[src/rtl/i2cbs_pkg.sv]
// Shared types and constants for the I2C master bit sequencer.
// No dependencies; imported by i2cbs_step and the top level.
`default_nettype none

package i2cbs_pkg;

  localparam int unsigned OpW     = 4;
  localparam int unsigned ByteW   = 8;
  localparam int unsigned AddrW   = 7;
  localparam int unsigned InDataW  = 24;  // 21 field bits, padded to bytes
  localparam int unsigned OutDataW = 16;  // 15 field bits, padded to bytes

  typedef enum logic [OpW-1:0] {
    OP_NONE      = 4'd0,
    OP_START     = 4'd1,
    OP_REP_START = 4'd2,
    OP_STOP      = 4'd3,
    OP_WR_BYTE   = 4'd4,
    OP_WR_ADDR   = 4'd5,
    OP_RD_BYTE   = 4'd6,
    OP_ACK       = 4'd7,
    OP_NACK      = 4'd8,
    OP_GET_ACK   = 4'd9,
    OP_STATUS    = 4'd10
  } op_e;

  localparam logic [ByteW-1:0] CfgSetupReset = 8'd10;
  localparam logic [ByteW-1:0] WrLastSlot    = 8'd23;
  localparam logic [ByteW-1:0] RdLastSlot    = 8'd15;

  // start command stages
  localparam logic [1:0] StSetup = 2'd0;
  localparam logic [1:0] StSdaLo = 2'd1;
  localparam logic [1:0] StSclLo = 2'd2;

  // write phases within one bit
  localparam logic [1:0] PhData = 2'd0;
  localparam logic [1:0] PhHigh = 2'd1;
  localparam logic [1:0] PhLow  = 2'd2;

  typedef struct packed {
    logic scl;
    logic sda;
    logic oe;
    logic dir_in;
  } lines_t;

  localparam lines_t LinesReset = '{scl: 1'b1, sda: 1'b1, oe: 1'b1, dir_in: 1'b1};

  typedef struct packed {
    op_e              cmd;
    logic [ByteW-1:0] slot;
    logic [1:0]       phase;   // slot mod 3, used by the write commands
    logic [1:0]       stage;   // start command stage
    logic [ByteW-1:0] shreg;
    logic [ByteW-1:0] rxreg;
    lines_t           lines;
    logic             sampled;
  } seq_state_t;

  typedef struct packed {
    op_e              op;
    logic [ByteW-1:0] tx_byte;
    logic [AddrW-1:0] address;
    logic             read_write;
    logic             sda_in;
  } seq_in_t;

  typedef struct packed {
    lines_t           lines;
    logic             busy;
    logic             done;
    logic [ByteW-1:0] rx_byte;
    logic             sampled;
  } seq_out_t;

endpackage

`default_nettype wire

[src/rtl/i2cbs_step.sv]
// One-slot next-state and result logic of the I2C bit sequencer.
// Purely combinational; uses types and constants from i2cbs_pkg.
`default_nettype none

module i2cbs_step import i2cbs_pkg::*; (
  input  seq_state_t       state_i,
  input  seq_in_t          item_i,
  input  logic [ByteW-1:0] setup_i,
  output seq_state_t       state_o,
  output seq_out_t         res_o
);

  seq_state_t       st;
  logic             busy;
  logic             done;
  logic             release_after;
  logic [ByteW-1:0] setup_eff;
  logic [ByteW-1:0] slot_inc;
  logic             op_valid;

  assign op_valid = (item_i.op != OP_NONE) && (item_i.op <= OP_STATUS);

  always_comb begin
    st            = state_i;
    done          = 1'b0;
    release_after = 1'b0;
    setup_eff     = (setup_i == '0) ? ByteW'(1) : setup_i;
    slot_inc      = state_i.slot + ByteW'(1);

    if ((st.cmd == OP_NONE) && op_valid) begin
      st.cmd   = item_i.op;
      st.slot  = '0;
      st.phase = PhData;
      st.stage = StSetup;
      if (item_i.op == OP_WR_BYTE) begin
        st.shreg = item_i.tx_byte;
      end else if (item_i.op == OP_WR_ADDR) begin
        st.shreg = {item_i.address, item_i.read_write};
      end else if (item_i.op == OP_RD_BYTE) begin
        st.shreg = '0;
      end
      slot_inc = ByteW'(1);
    end

    busy = (st.cmd != OP_NONE);

    unique case (st.cmd)
      OP_START: begin
        if (st.stage == StSetup) begin
          st.lines.dir_in = 1'b0;
          st.slot         = slot_inc;
          if (slot_inc >= setup_eff) st.stage = StSdaLo;
        end else if (st.stage == StSdaLo) begin
          st.lines.sda = 1'b0;
          st.stage     = StSclLo;
        end else begin
          st.lines.scl = 1'b0;
          done         = 1'b1;
        end
      end
      OP_REP_START: begin
        unique case (st.slot)
          8'd0:    st.lines.sda = 1'b1;
          8'd1:    st.lines.scl = 1'b1;
          8'd2:    st.lines.sda = 1'b0;
          default: begin
            st.lines.scl = 1'b0;
            done         = 1'b1;
          end
        endcase
      end
      OP_STOP: begin
        unique case (st.slot)
          8'd0:    st.lines.sda = 1'b0;
          8'd1:    st.lines.scl = 1'b1;
          8'd2:    st.lines.sda = 1'b1;
          default: begin
            st.lines.dir_in = 1'b1;
            done            = 1'b1;
          end
        endcase
      end
      OP_WR_BYTE, OP_WR_ADDR: begin
        if (st.phase == PhData) begin
          st.lines.sda = st.shreg[ByteW-1];
        end else if (st.phase == PhHigh) begin
          st.lines.scl = 1'b1;
        end else begin
          st.lines.scl = 1'b0;
          st.shreg     = {st.shreg[ByteW-2:0], 1'b0};
          if (st.slot >= WrLastSlot) done = 1'b1;
        end
      end
      OP_RD_BYTE: begin
        if (st.slot == '0) begin
          st.lines.dir_in = 1'b1;
          st.lines.oe     = 1'b0;
        end
        if (!st.slot[0]) begin
          st.lines.scl = 1'b1;
          st.shreg     = {st.shreg[ByteW-2:0], item_i.sda_in};
        end else begin
          st.lines.scl = 1'b0;
          if (st.slot >= RdLastSlot) begin
            st.rxreg      = st.shreg;
            done          = 1'b1;
            release_after = 1'b1;
          end
        end
      end
      OP_ACK, OP_NACK: begin
        unique case (st.slot)
          8'd0:    st.lines.sda = (st.cmd == OP_NACK);
          8'd1:    st.lines.scl = 1'b1;
          default: begin
            st.lines.scl = 1'b0;
            done         = 1'b1;
          end
        endcase
      end
      OP_GET_ACK: begin
        unique case (st.slot)
          8'd0:    st.lines.dir_in = 1'b1;
          8'd1: begin
            st.lines.oe  = 1'b0;
            st.lines.scl = 1'b1;
            st.sampled   = item_i.sda_in;
          end
          8'd2:    st.lines.scl = 1'b0;
          default: begin
            st.lines.oe     = 1'b1;
            st.lines.dir_in = 1'b0;
            done            = 1'b1;
          end
        endcase
      end
      OP_STATUS: begin
        if (st.slot == '0) begin
          st.lines.dir_in = 1'b1;
          st.lines.oe     = 1'b0;
          st.sampled      = item_i.sda_in;
        end else if (st.slot >= 8'd2) begin
          st.lines.oe = 1'b1;
          done        = 1'b1;
        end
      end
      default: ;
    endcase

    // result shows pins before the post-command release
    res_o.lines   = st.lines;
    res_o.busy    = busy;
    res_o.done    = done;
    res_o.rx_byte = st.rxreg;
    res_o.sampled = st.sampled;

    if (done) begin
      st.cmd   = OP_NONE;
      st.slot  = '0;
      st.phase = PhData;
      st.stage = StSetup;
      if (release_after) begin
        st.lines.oe     = 1'b1;
        st.lines.dir_in = 1'b0;
      end
    end else if (busy && (st.cmd != OP_START)) begin
      st.slot  = st.slot + ByteW'(1);
      st.phase = (st.phase == PhLow) ? PhData : st.phase + 2'd1;
    end

    state_o = st;
  end

endmodule

`default_nettype wire

[src/rtl/i2c_master_bit_sequencer_unit.sv]
// Top level of the I2C master bit sequencer: stream ports, state and result registers.
// Depends on i2cbs_pkg and i2cbs_step.
//
//  channel   | direction | beat contents
//  ----------+-----------+-------------------------------------------------
//  s_axis    | in        | one slot: command and sampled SDA
//  m_axis    | out       | one result per slot: pins, flags, rx byte, bit
//  cfg       | in        | start_setup_slots, write-only
//
// One beat in, one beat out; a beat is taken every cycle while the result
// register is empty or being drained, so throughput is one slot per clock, and
// each result is registered. The slot logic sits between the sequencer state register
// and the result register. Reset idles the sequencer, drives SCL/SDA high with
// OE on and the buffer set to input, and loads a setup count of 10. A stalled
// output holds its beat and blocks new input only while it is not drained.
`default_nettype none

module i2c_master_bit_sequencer_unit import i2cbs_pkg::*; (
  input  logic                clk_i,
  input  logic                rst_ni,
  input  logic                cfg_we_i,
  input  logic [ByteW-1:0]    cfg_wdata_i,
  input  logic                s_axis_tvalid,
  output logic                s_axis_tready,
  // [3:0] operation, [11:4] tx_byte, [18:12] address, [19] read_write,
  // [20] sda_in, [23:21] zero
  input  logic [InDataW-1:0]  s_axis_tdata,
  output logic                m_axis_tvalid,
  input  logic                m_axis_tready,
  // [0] scl, [1] sda_out, [2] sda_oe, [3] buffer_dir_in, [4] busy_res,
  // [5] done_res, [13:6] rx_byte, [14] sampled_bit, [15] zero
  output logic [OutDataW-1:0] m_axis_tdata
);

  localparam seq_state_t StateReset = '{
    cmd: OP_NONE, slot: '0, phase: PhData, stage: StSetup,
    shreg: '0, rxreg: '0, lines: LinesReset, sampled: 1'b0
  };

  logic [ByteW-1:0] setup_q;
  seq_state_t       state_q, state_d;
  seq_in_t          item;
  seq_out_t         res;
  seq_out_t         res_q;
  logic             out_valid_q;
  logic             in_beat;

  assign item.op         = op_e'(s_axis_tdata[3:0]);
  assign item.tx_byte    = s_axis_tdata[11:4];
  assign item.address    = s_axis_tdata[18:12];
  assign item.read_write = s_axis_tdata[19];
  assign item.sda_in     = s_axis_tdata[20];

  i2cbs_step u_step (
    .state_i (state_q),
    .item_i  (item),
    .setup_i (setup_q),
    .state_o (state_d),
    .res_o   (res)
  );

  assign s_axis_tready = !out_valid_q || m_axis_tready;
  assign in_beat       = s_axis_tvalid && s_axis_tready;

  always_ff @(posedge clk_i or negedge rst_ni) begin
    if (!rst_ni) begin
      setup_q <= CfgSetupReset;
    end else if (cfg_we_i) begin
      setup_q <= cfg_wdata_i;
    end
  end

  always_ff @(posedge clk_i or negedge rst_ni) begin
    if (!rst_ni) begin
      state_q     <= StateReset;
      out_valid_q <= 1'b0;
    end else begin
      if (in_beat) begin
        state_q     <= state_d;
        out_valid_q <= 1'b1;
      end else if (m_axis_tready) begin
        out_valid_q <= 1'b0;
      end
    end
  end

  always_ff @(posedge clk_i) begin
    if (in_beat) begin
      res_q <= res;
    end
  end

  assign m_axis_tvalid = out_valid_q;
  assign m_axis_tdata  = {1'b0, res_q.sampled, res_q.rx_byte, res_q.done, res_q.busy,
                          res_q.lines.dir_in, res_q.lines.oe, res_q.lines.sda,
                          res_q.lines.scl};

endmodule

`default_nettype wire
[config.mk]
export PLATFORM = sky130hd
export DESIGN_NAME = i2c_master_bit_sequencer_unit
export DESIGN_NICKNAME = d
export VERILOG_FILES = /design/src/rtl/i2cbs_pkg.sv /design/src/rtl/i2cbs_step.sv /design/src/rtl/i2c_master_bit_sequencer_unit.sv
export SDC_FILE = /design/constraint.sdc
export NUM_CORES = 1
export LEC_CHECK = 0
export ABC_CLOCK_PERIOD_IN_PS = 3160
export BUFFER_PORTS_ARGS = -buffer_cell sky130_fd_sc_hd__buf_2
export CORE_ASPECT_RATIO = 0.6
export CORE_MARGIN = 4
export CORE_UTILIZATION = 35
export DETAILED_ROUTE_END_ITERATION = 8
export GPL_ROUTABILITY_DRIVEN = 1
export GPL_TIMING_DRIVEN = 0
export RECOVER_POWER = 100
export SYNTH_ARGS = -nofsm -noshare
export SYNTH_HDL_FRONTEND = slang
export SYNTH_SLANG_ARGS = --single-unit
[constraint.sdc]
create_clock -name clk_i -period 3.16 [get_ports clk_i]
set_clock_uncertainty 0.2 [all_clocks]
set_input_delay 0.158 -clock clk_i [delete_from_list [all_inputs] [get_ports clk_i]]
set_output_delay 0.158 -clock clk_i [all_outputs]
set_load 0.1 [all_outputs]
; Word-level counts from Yosys, hierarchy flattened
; Cells that the tools add are included.
[word_totals]
regBits = 61
input_bits = 37
output_inout_bits = 18
wordCells = 138
[op_classes]
n_addsub = 3
n_lt_le_gt_ge = 5
eq_ne = 19
n_mux = 69
n_reduce_logical = 21
[op_table]
columns = cell, count
row1 = $mux W8, 13
row2 = $eq A4 B3 Y1 const B, 7
row3 = $mux W1, 27
row4 = $mux W24, 1
row5 = $mux W2, 11
row6 = $mux W10, 2
row7 = $add A8 B1 Y8 const B, 2
row8 = $logic_not A8 Y1, 2
row9 = $pmux W1 S2, 8
row10 = $pmux W8 S2, 1
row11 = $eq A4 B4 Y1 const B, 3
row12 = $pmux W1 S5, 2
row13 = $reduce_or A2 Y1, 5
row14 = $eq A4 B2 Y1 const B, 2
row15 = $eq A8 B1 Y1 const B, 1
row16 = $eq A8 B2 Y1 const B, 1
row17 = $ge A8 B2 Y1 const B, 1
row18 = $ge A8 B4 Y1 const B, 1
row19 = $ge A8 B5 Y1 const B, 1
row20 = $ge A8 B8 Y1, 1
row21 = $reduce_bool A4 Y1, 2
row22 = $pmux W1 S7, 1
row23 = $pmux W1 S6, 1
row24 = $reduce_or A3 Y1, 2
row25 = other kinds (14), 19

; Longest topological paths before layout
; Gate-level depths: netlist of run 1.
[depth]
word_depth = 11
depth_mapped = 14
mapped_depth_nobuf = 12

; Modules after synthesis
; Synthesis of run 1 repeated with hierarchy kept, for this count alone.
[unflattened]
hier_cells = 446
hier_area_um2 = 4357.9
[modules_own_cells]
columns = module, n_inst, cells_each, area_each_um2, seq_area_each_um2
row1 = i2c_master_bit_sequencer_unit, 1, 117, 2272.2, 1609.0
row2 = i2cbs_step, 1, 329, 2085.8, 0.0

; Worst setup path before layout of run 1
; No wires, ideal clock.
[synth_timing]
kind = register to register
start = register state_q[35] in the netlist's numbering
end = register state_q[21] in the netlist's numbering
setup_ns = 0.160
arrival_ns = 3.043
t_required_ns = 2.800
setup_slack_ns = -0.242
stages_incl_launch_ff = 12
period_less_slack_ns = 3.402
cell_sequence = dfrtp_1 -> or4_1 -> a211oi_2 -> clkbuf_1 -> buf_1 -> nor2_1 -> ha_1 -> a21o_1 -> a2111oi_0 -> o21ai_0 -> nand3_1 -> o211ai_1
[synth_via]
elab_chain_cells = 9
elab_cells_between_ends = 47
cone_classes = order compare: 4 / eq/ne: 14 / mux: 19 / reduce/logical: 10
[synth_lines]
columns = element, line
row1 = from (decl), i2c_master_bit_sequencer_unit.sv:41  ; seq_state_t state_q, state_d;
row2 = from (signal assigned), i2c_master_bit_sequencer_unit.sv:75  ; state_q <= StateReset;
row3 = from (signal assigned), i2c_master_bit_sequencer_unit.sv:79  ; state_q <= state_d;
row4 = $logic_not A4 Y1, i2cbs_step.sv:30  ; if ((st.cmd == OP_NONE) && op_valid) begin
row5 = $logic_and A1 B1 Y1, i2cbs_step.sv:30
row6 = $mux W24, i2cbs_step.sv:30
row7 = $ge A8 B5 Y1, i2cbs_step.sv:91  ; if (st.slot >= WrLastSlot) done = 1'b1;
row8 = $mux W1, i2cbs_step.sv:91
row9 = $mux W1, i2cbs_step.sv:86  ; end else if (st.phase == PhHigh) begin
row10 = $mux W1, i2cbs_step.sv:84  ; if (st.phase == PhData) begin
row11 = $pmux W1 S6, i2cbs_step.sv:47  ; unique case (st.cmd)
row12 = $mux W2 *, i2cbs_step.sv:157  ; if (done) begin
; Mark *: on every way between the ends. The rest lies on a longest branch, timed or not.
; A chain may end at the register's enable or synchronous reset.

; Final worst setup path of run 1
; Same ends and word-level chain as after synthesis.

==> results of run 1 <==
[kinds of logic after synthesis]
logic type	count (synthesis)	synth area share (%)
flops	61	38.7
simple gates	162	19.3
fa+ha+maj	10	3.01
buf+inv	46	4.58
mux	18	4.85
compound gates	155	26.3
other cells	1	0.0902
xor+xnor	15	3.16
[worst max-delay path, cell delays in order (launching register included)]
cell       delay [ns]
dfrtp_2          0.41
or4_4            0.58
a211o_1          0.31
buf_6            0.15
buf_8            0.12
and2_4           0.14
ha_4             0.20
a21o_1           0.18
a21o_1           0.22
a2111oi_4        0.30
o21ai_1          0.12
nand3_1          0.10
o211ai_1         0.10
[power by group through the flow]
stage / clock, mW / combinational [mW] / sequential (mW)
2_1_floorplan: 0 / 1.50 / 1.49
3_3_place_gp: 0 / 2.38 / 1.24
3_5_place_dp: 0 / 2.39 / 1.24
4_1_cts: 0.989 / 2.76 / 1.23
5_1_grt: 1.03 / 3.12 / 1.27
6_report: 0.979 / 2.91 / 1.24
[cells in the mapped netlist (all sizes together), types with 5 or more instances]
cell type   n  share of area (%)
nand2      67                6.2
o21ai      48                5.8
dfrtp      40                 24
nor2       37                3.3
a21oi      28                3.5
clkbuf     22                2.0
mux2       17                4.6
edfxtp     15                 11
inv        14                1.3
nand3      11                1.3
buf        10                1.3
ha         10                3.0
nor3       10                1.6
xnor2      10                2.1
a222oi      8                1.9
a211oi      6                1.2
dfstp       6                3.8
nor4        6                1.2
a21o        5               0.90
a31oi       5               0.75
and2        5               0.75
nand2b      5                1.1
o211ai      5               0.90
o21a        5               0.90
o31ai       5                1.3
xor2        5                1.1
[flip-flops by register name, indices dropped and copies added, names as in the netlist]
signal,count
m_axis_tdata,15
m_axis_tvalid,1
setup_q,8
state_q,37
[per-stage QoR]
stage	area, um2	setup WS, ns	util, %
floorplan	4170	-0.0899	-
global placement	4610	-0.664	40.3
detailed placement	4610	-0.734	40.3
CTS	5320	-0.117	46.4
global route	5390	-0.172	47.1
finish	5390	-0.115	47.1
[worst paths after layout]
path,cells past startpoint,endpoint,startpoint,slack (ns)
worst max-delay path,12,state_q[21],state_q[35],-0.11
worst min-delay path,4,setup_q[3],cfg_we_i,0.14
worst max register to register,12,state_q[21],state_q[35],-0.11
worst min register to register,2,state_q[0],state_q[0],0.31
max in group asynchronous,2,state_q[35],rst_ni,1.51
min in group asynchronous,2,m_axis_tvalid,rst_ni,0.41
[routing by layer]
metal  part of all wire [%]  global-route usage, %  vias to the layer above  wire [um]
met1                     45                   30.8                     2056       6400
met3                     12                   7.58                       20       1740
met2                     41                   29.1                      242       5770
met5                      0                      0                        -          0
li1                       -                      -                     1929          -
met4                    1.1                   4.15                        0        158
[what timing repair did]
action	in CTS	in global routing
buffers inserted	11	1
setup endpoints to repair	42	41
hold buffers	17	0
resized for setup	34	28
hold endpoints to repair	52	0
pin swaps	13	8
[final cells by class]
cell class                 count  area, um2  area share (%)
multi-input combinational    361       2590            47.9
sequential                    61       1610            29.9
timing repair buffer          77        478            8.86
clock buffer                   9        225            4.18
tap                          160        200            3.71
buffer                        31        171            3.18
clock inverter                 7       65.1            1.21
inverter                      14       57.6            1.07
==> impl_metrics.env, run 1 <==
export IMPL_status="finished with violations"
export IMPL_violations="negative setup slack"
export IMPL_setup_tns_ns=-0.259
export IMPL_syn_inst=468
export IMPL_placedCellCount=676
export IMPL_p_sw_share_pct=48.4
export IMPL_dp_hpwl_mm=9.74
export IMPL_critPathLaunchType="flip-flop"
export IMPL_yosysUniqueCellTypes=72
export IMPL_async_flop_share_pct=75.4
export IMPL_mostFrequentLayoutCells="65 x nand2_1, 41 x o21ai_0, 39 x dfrtp_1"
export IMPL_clkSinkCount=61
export IMPL_vias=4247
export IMPL_routed_wl_mm=14.1
export IMPL_die_area_mm2=0.0137
export IMPL_synth_area_per_cell_um2=8.88
export IMPL_p_sw_mw=2.48
export IMPL_synth_enable_flop_cells=15
export IMPL_grt_overflow=0
export IMPL_power_density_mw_per_mm2=952
export IMPL_grt_max_degree=47
export IMPL_die_h_um=92.4
export IMPL_cts_root_buf="clkbuf_16"
export IMPL_drive_above_1_share_pct=25.2
export IMPL_start_util_pct=36.3
export IMPL_period_share_pct=104
export IMPL_relSlewSlack_pct=15.4
export IMPL_grt_first_pass_wirelength_mm=22.3
export IMPL_finalWeightedCongestion=0.935
export IMPL_seqPwrFrac_pct=24.2
export IMPL_chipWidth_um=149
export IMPL_globalRouteTotalUtil_pct=20.9
export IMPL_via_per_inst=5.90
export IMPL_crit_type="flip-flop to flip-flop"
export IMPL_drv_cap=0
export IMPL_routedWlPerCell_um=19.5
export IMPL_p_int_mw=2.65
export IMPL_synth_ff_type="dfrtp_1"
export IMPL_hold_viol_final=0
export IMPL_holdWs_ns=0.136
export IMPL_fp_row_count=30
export IMPL_fmax_ghz=0.305
export IMPL_route_detailed_drc=0
export IMPL_first_pass_iters=8
export IMPL_synth_seq_cells=61
export IMPL_antenna_cells=0
export IMPL_ant_nets=0
export IMPL_cts_buffers=9
export IMPL_combPwrFrac_pct=56.8
export IMPL_finalNonFillerCells=720
export IMPL_worst_pin_slew_ns=1.27
export IMPL_clk_latency_ns=0.34
export IMPL_n_fill_cell=1110
export IMPL_netlist_area_mm2=0.00416
export IMPL_clk_path_buf_depth=2
export IMPL_core_mm2=0.0114
export IMPL_setup_slack_ns=-0.115
export IMPL_p_leak_nw=2.15
export IMPL_cp_required_ns=3.16
export IMPL_critPathArrivalTime_ns=3.28
export IMPL_port_buffers=48
export IMPL_antenna_found_initial=0
export IMPL_cts_max_level=3
export IMPL_peakVddDrop_v=0.000505
export IMPL_final_common_cell="nand2_1"
export IMPL_pwr_share_clk_pct=19.1
export IMPL_slew_violations=0
export IMPL_tritoncts="built"
export IMPL_ys_warn_count=0
export IMPL_drt_iter0_drc=474
export IMPL_syn_nets=515
export IMPL_yosysSeqAreaShare_pct=38.7
export IMPL_finalSetupViolCount=3
export IMPL_cp_max_fo=5
export IMPL_hold_path_class="primary input to flip-flop"
export IMPL_grt_pass1_vias=4058
export IMPL_p_total_mw=5.13
export IMPL_syn_to_final_growth_pct=29.8
export IMPL_crit_path_end_kind="flip-flop"
export IMPL_clk_pin_slew_ns=0.06
export IMPL_ios=55
export IMPL_nNetsFinal=602
export IMPL_grt_setup_unrepaired="true"
export IMPL_min_period_ns=3.27
(Power assumes the default switching activity.)
==> run 2, diff against run 1 <==
Settings changed: TNS_END_PERCENT set to 5.
==> run 2 against run 1 <==
Against the previous run:
- sequential share of layout area up 0.30 points
- highest routed layer unchanged
- die area unchanged
- non-clock buffer count up 1
- critical path depth down 1
- sequential power about the same
- clock power down 0.5%
- sequential cell count unchanged
- maximum frequency down 3.0%
- largest power group unchanged
- critical endpoint is now state_q[29]
- register-to-register slack worse by 0.10 ns
- wire length down 0.21%
- the flow still finishes with violations (negative setup slack)
- setup slack worse by 0.10 ns
- first-iteration DRC count down 3.4%
==> impl_metrics.env, run 2 (same netlist as run 1, synthesis figures left out) <==
export IMPL_worstRegToRegCells=11
export IMPL_port_buffers=48
export IMPL_dp_hpwl_mm=9.74
export IMPL_final_common_cell="nand2_1"
export IMPL_cts_root_buf="clkbuf_16"
export IMPL_antenna_cells=0
export IMPL_peakVddDrop_v=0.000506
export IMPL_via_per_inst=5.85
export IMPL_cpLargestDelayFamily="compound AO/OA/AOI/OAI gates"
export IMPL_drive_above_1_share_pct=23.7
export IMPL_seqPwrFrac_pct=24.4
export IMPL_path_buf_inv=2
export IMPL_cp_max_fo=5
export IMPL_antenna_found_initial=0
export IMPL_hold_path_class="primary input to flip-flop"
export IMPL_combPwrFrac_pct=56.6
export IMPL_grt_first_pass_wirelength_mm=22.3
export IMPL_clk_path_buf_depth=2
export IMPL_routed_wl_mm=14.0
export IMPL_fp_row_count=30
export IMPL_crit_type="flip-flop to flip-flop"
export IMPL_vias=4219
export IMPL_reg2reg_to="state_q[29]"
export IMPL_grt_setup_unrepaired="true"
export IMPL_critPathArrivalTime_ns=3.42
export IMPL_slew_violations=0
export IMPL_regMostFlops="state_q"
export IMPL_period_share_pct=107
export IMPL_finalWeightedCongestion=0.935
export IMPL_core_mm2=0.0114
export IMPL_die_area_mm2=0.0137
export IMPL_cts_max_level=3
export IMPL_cpPeakStageDelay_ns=0.58
export IMPL_ant_nets=0
export IMPL_mostFrequentLayoutCells="65 x nand2_1, 42 x o21ai_0, 39 x dfrtp_1"
export IMPL_chipWidth_um=149
export IMPL_power_density_mw_per_mm2=956
export IMPL_critPathLaunchType="flip-flop"
export IMPL_route_detailed_drc=0
export IMPL_drv_cap=0
export IMPL_p_sw_share_pct=48.1
export IMPL_setup_slack_ns=-0.215
export IMPL_hold_depth=3
export IMPL_status="finished with violations"
export IMPL_die_h_um=92.4
export IMPL_largest_reg_flops=37
export IMPL_worst_pin_slew_ns=1.27
export IMPL_grt_overflow=0
export IMPL_drt_iter0_drc=458
export IMPL_min_period_ns=3.37
export IMPL_relSlewSlack_pct=15.3
export IMPL_fmax_ghz=0.296
export IMPL_pre_cts_ws_ns=-0.734
export IMPL_regToRegSetupSlack_ns=-0.21
export IMPL_crit_path_end_kind="flip-flop"
export IMPL_cts_buffers=9
export IMPL_routedWlPerCell_um=19.5
export IMPL_finalSetupViolCount=7
export IMPL_p_leak_nw=2.13
export IMPL_nNetsFinal=603
export IMPL_hold_viol_final=0
export IMPL_min_from="s_axis_tdata[8]"
export IMPL_grt_pass1_vias=4057
export IMPL_p_total_mw=5.10
export IMPL_tritoncts="built"
export IMPL_pwr_share_clk_pct=19.1
export IMPL_timing_rr_start="state_q[35]"
export IMPL_grt_max_degree=47
export IMPL_globalRouteTotalUtil_pct=20.9
export IMPL_clk_latency_ns=0.34
export IMPL_p_sw_mw=2.46
export IMPL_path_cells="or4_4 > a211o_1 > buf_6 > buf_4 > a21oi_4 > xnor2_1 > ha_1 > nand2_1 > o32ai_1 > o21ai_1 > o31ai_2"
export IMPL_start_util_pct=36.3
export IMPL_hold_end="m_axis_tdata[10]"
export IMPL_cpMaxStageDelayCell="or4_4"
export IMPL_cp_required_ns=3.21
export IMPL_first_pass_iters=8
export IMPL_syn_to_final_growth_pct=28.5
export IMPL_violations="negative setup slack"
export IMPL_ios=55
export IMPL_p_int_mw=2.65
export IMPL_clkSinkCount=61
export IMPL_clk_pin_slew_ns=0.06
run 2: worst max path at each step:
stage / from / end / slack [ns] / depth (start not counted)
after floorplan: state_q[35] / state_q[21] / -0.09 / 13
after global placement: state_q[35] / state_q[21] / -0.66 / 11
after detailed placement: state_q[35] / state_q[21] / -0.73 / 11
after CTS: state_q[35] / state_q[21] / -0.15 / 11
after global routing: state_q[35] / state_q[29] / -0.25 / 11
final: state_q[35] / state_q[29] / -0.21 / 11
run 2: area by class of cell:
cell class | count | area, um2
plain buffers | 32 | 176
repair buffers | 77 | 478
well taps | 160 | 200
clock inverters | 7 | 65.1
inverters | 14 | 55.1
fillers | 1108 | 6110
multi-input cells | 361 | 2530
clock buffers | 9 | 225
flip-flops and latches | 61 | 1610
run 2: layer usage:
| metal | GRT usage (%) | wire (um) |
|---|---|---|
| met3 | 7.19 | 1530 |
| met2 | 29.2 | 5780 |
| met1 | 30.9 | 6610 |
| met5 | 0 | 0 |
| met4 | 4.38 | 131 |
run 2: worst register-to-register path, stage by stage, from the launching register on:
cell	delay, ns
dfrtp_2	0.42
or4_4	0.58
a211o_1	0.31
buf_6	0.15
buf_4	0.16
a21oi_4	0.23
xnor2_1	0.19
ha_1	0.27
nand2_1	0.09
o32ai_1	0.28
o21ai_1	0.19
o31ai_2	0.21
run 2: power groups by stage:
| stage | Clock, mW | Combinational [mW] | Sequential (mW) |
|---|---|---|---|
| after floorplan | 0 | 1.50 | 1.49 |
| after global placement | 0 | 2.38 | 1.24 |
| after detailed placement | 0 | 2.39 | 1.24 |
| after CTS | 0.989 | 2.72 | 1.23 |
| after global routing | 1.03 | 3.10 | 1.26 |
| final | 0.974 | 2.89 | 1.24 |
run 2: what timing repair did:
| item | 4_1_cts | 5_1_grt |
|---|---|---|
| hold buffers | 17 | 0 |
| buffers inserted | 7 | 5 |
| hold endpoints to repair | 52 | 0 |
| resized for setup | 35 | 19 |
| gates cloned | 0 | 0 |
| setup endpoints to repair | 42 | 40 |
| pin swaps | 11 | 3 |
run 2: per-stage QoR:
step | cells | utilization [%] | hold WS (ns) | instance area [um2] | setup TNS [ns]
after global routing | 721 | 46.6 | 0.185 | 5340 | -2.60
after global placement | 676 | 40.3 | 0.163 | 4610 | -7.87
after detailed placement | 676 | 40.3 | 0.167 | 4610 | -7.38
after floorplan | 468 | - | -0.338 | 4170 | -0.0899
final | 721 | 46.6 | 0.146 | 5340 | -0.567
after CTS | 716 | 46.2 | 0.117 | 5290 | -0.169
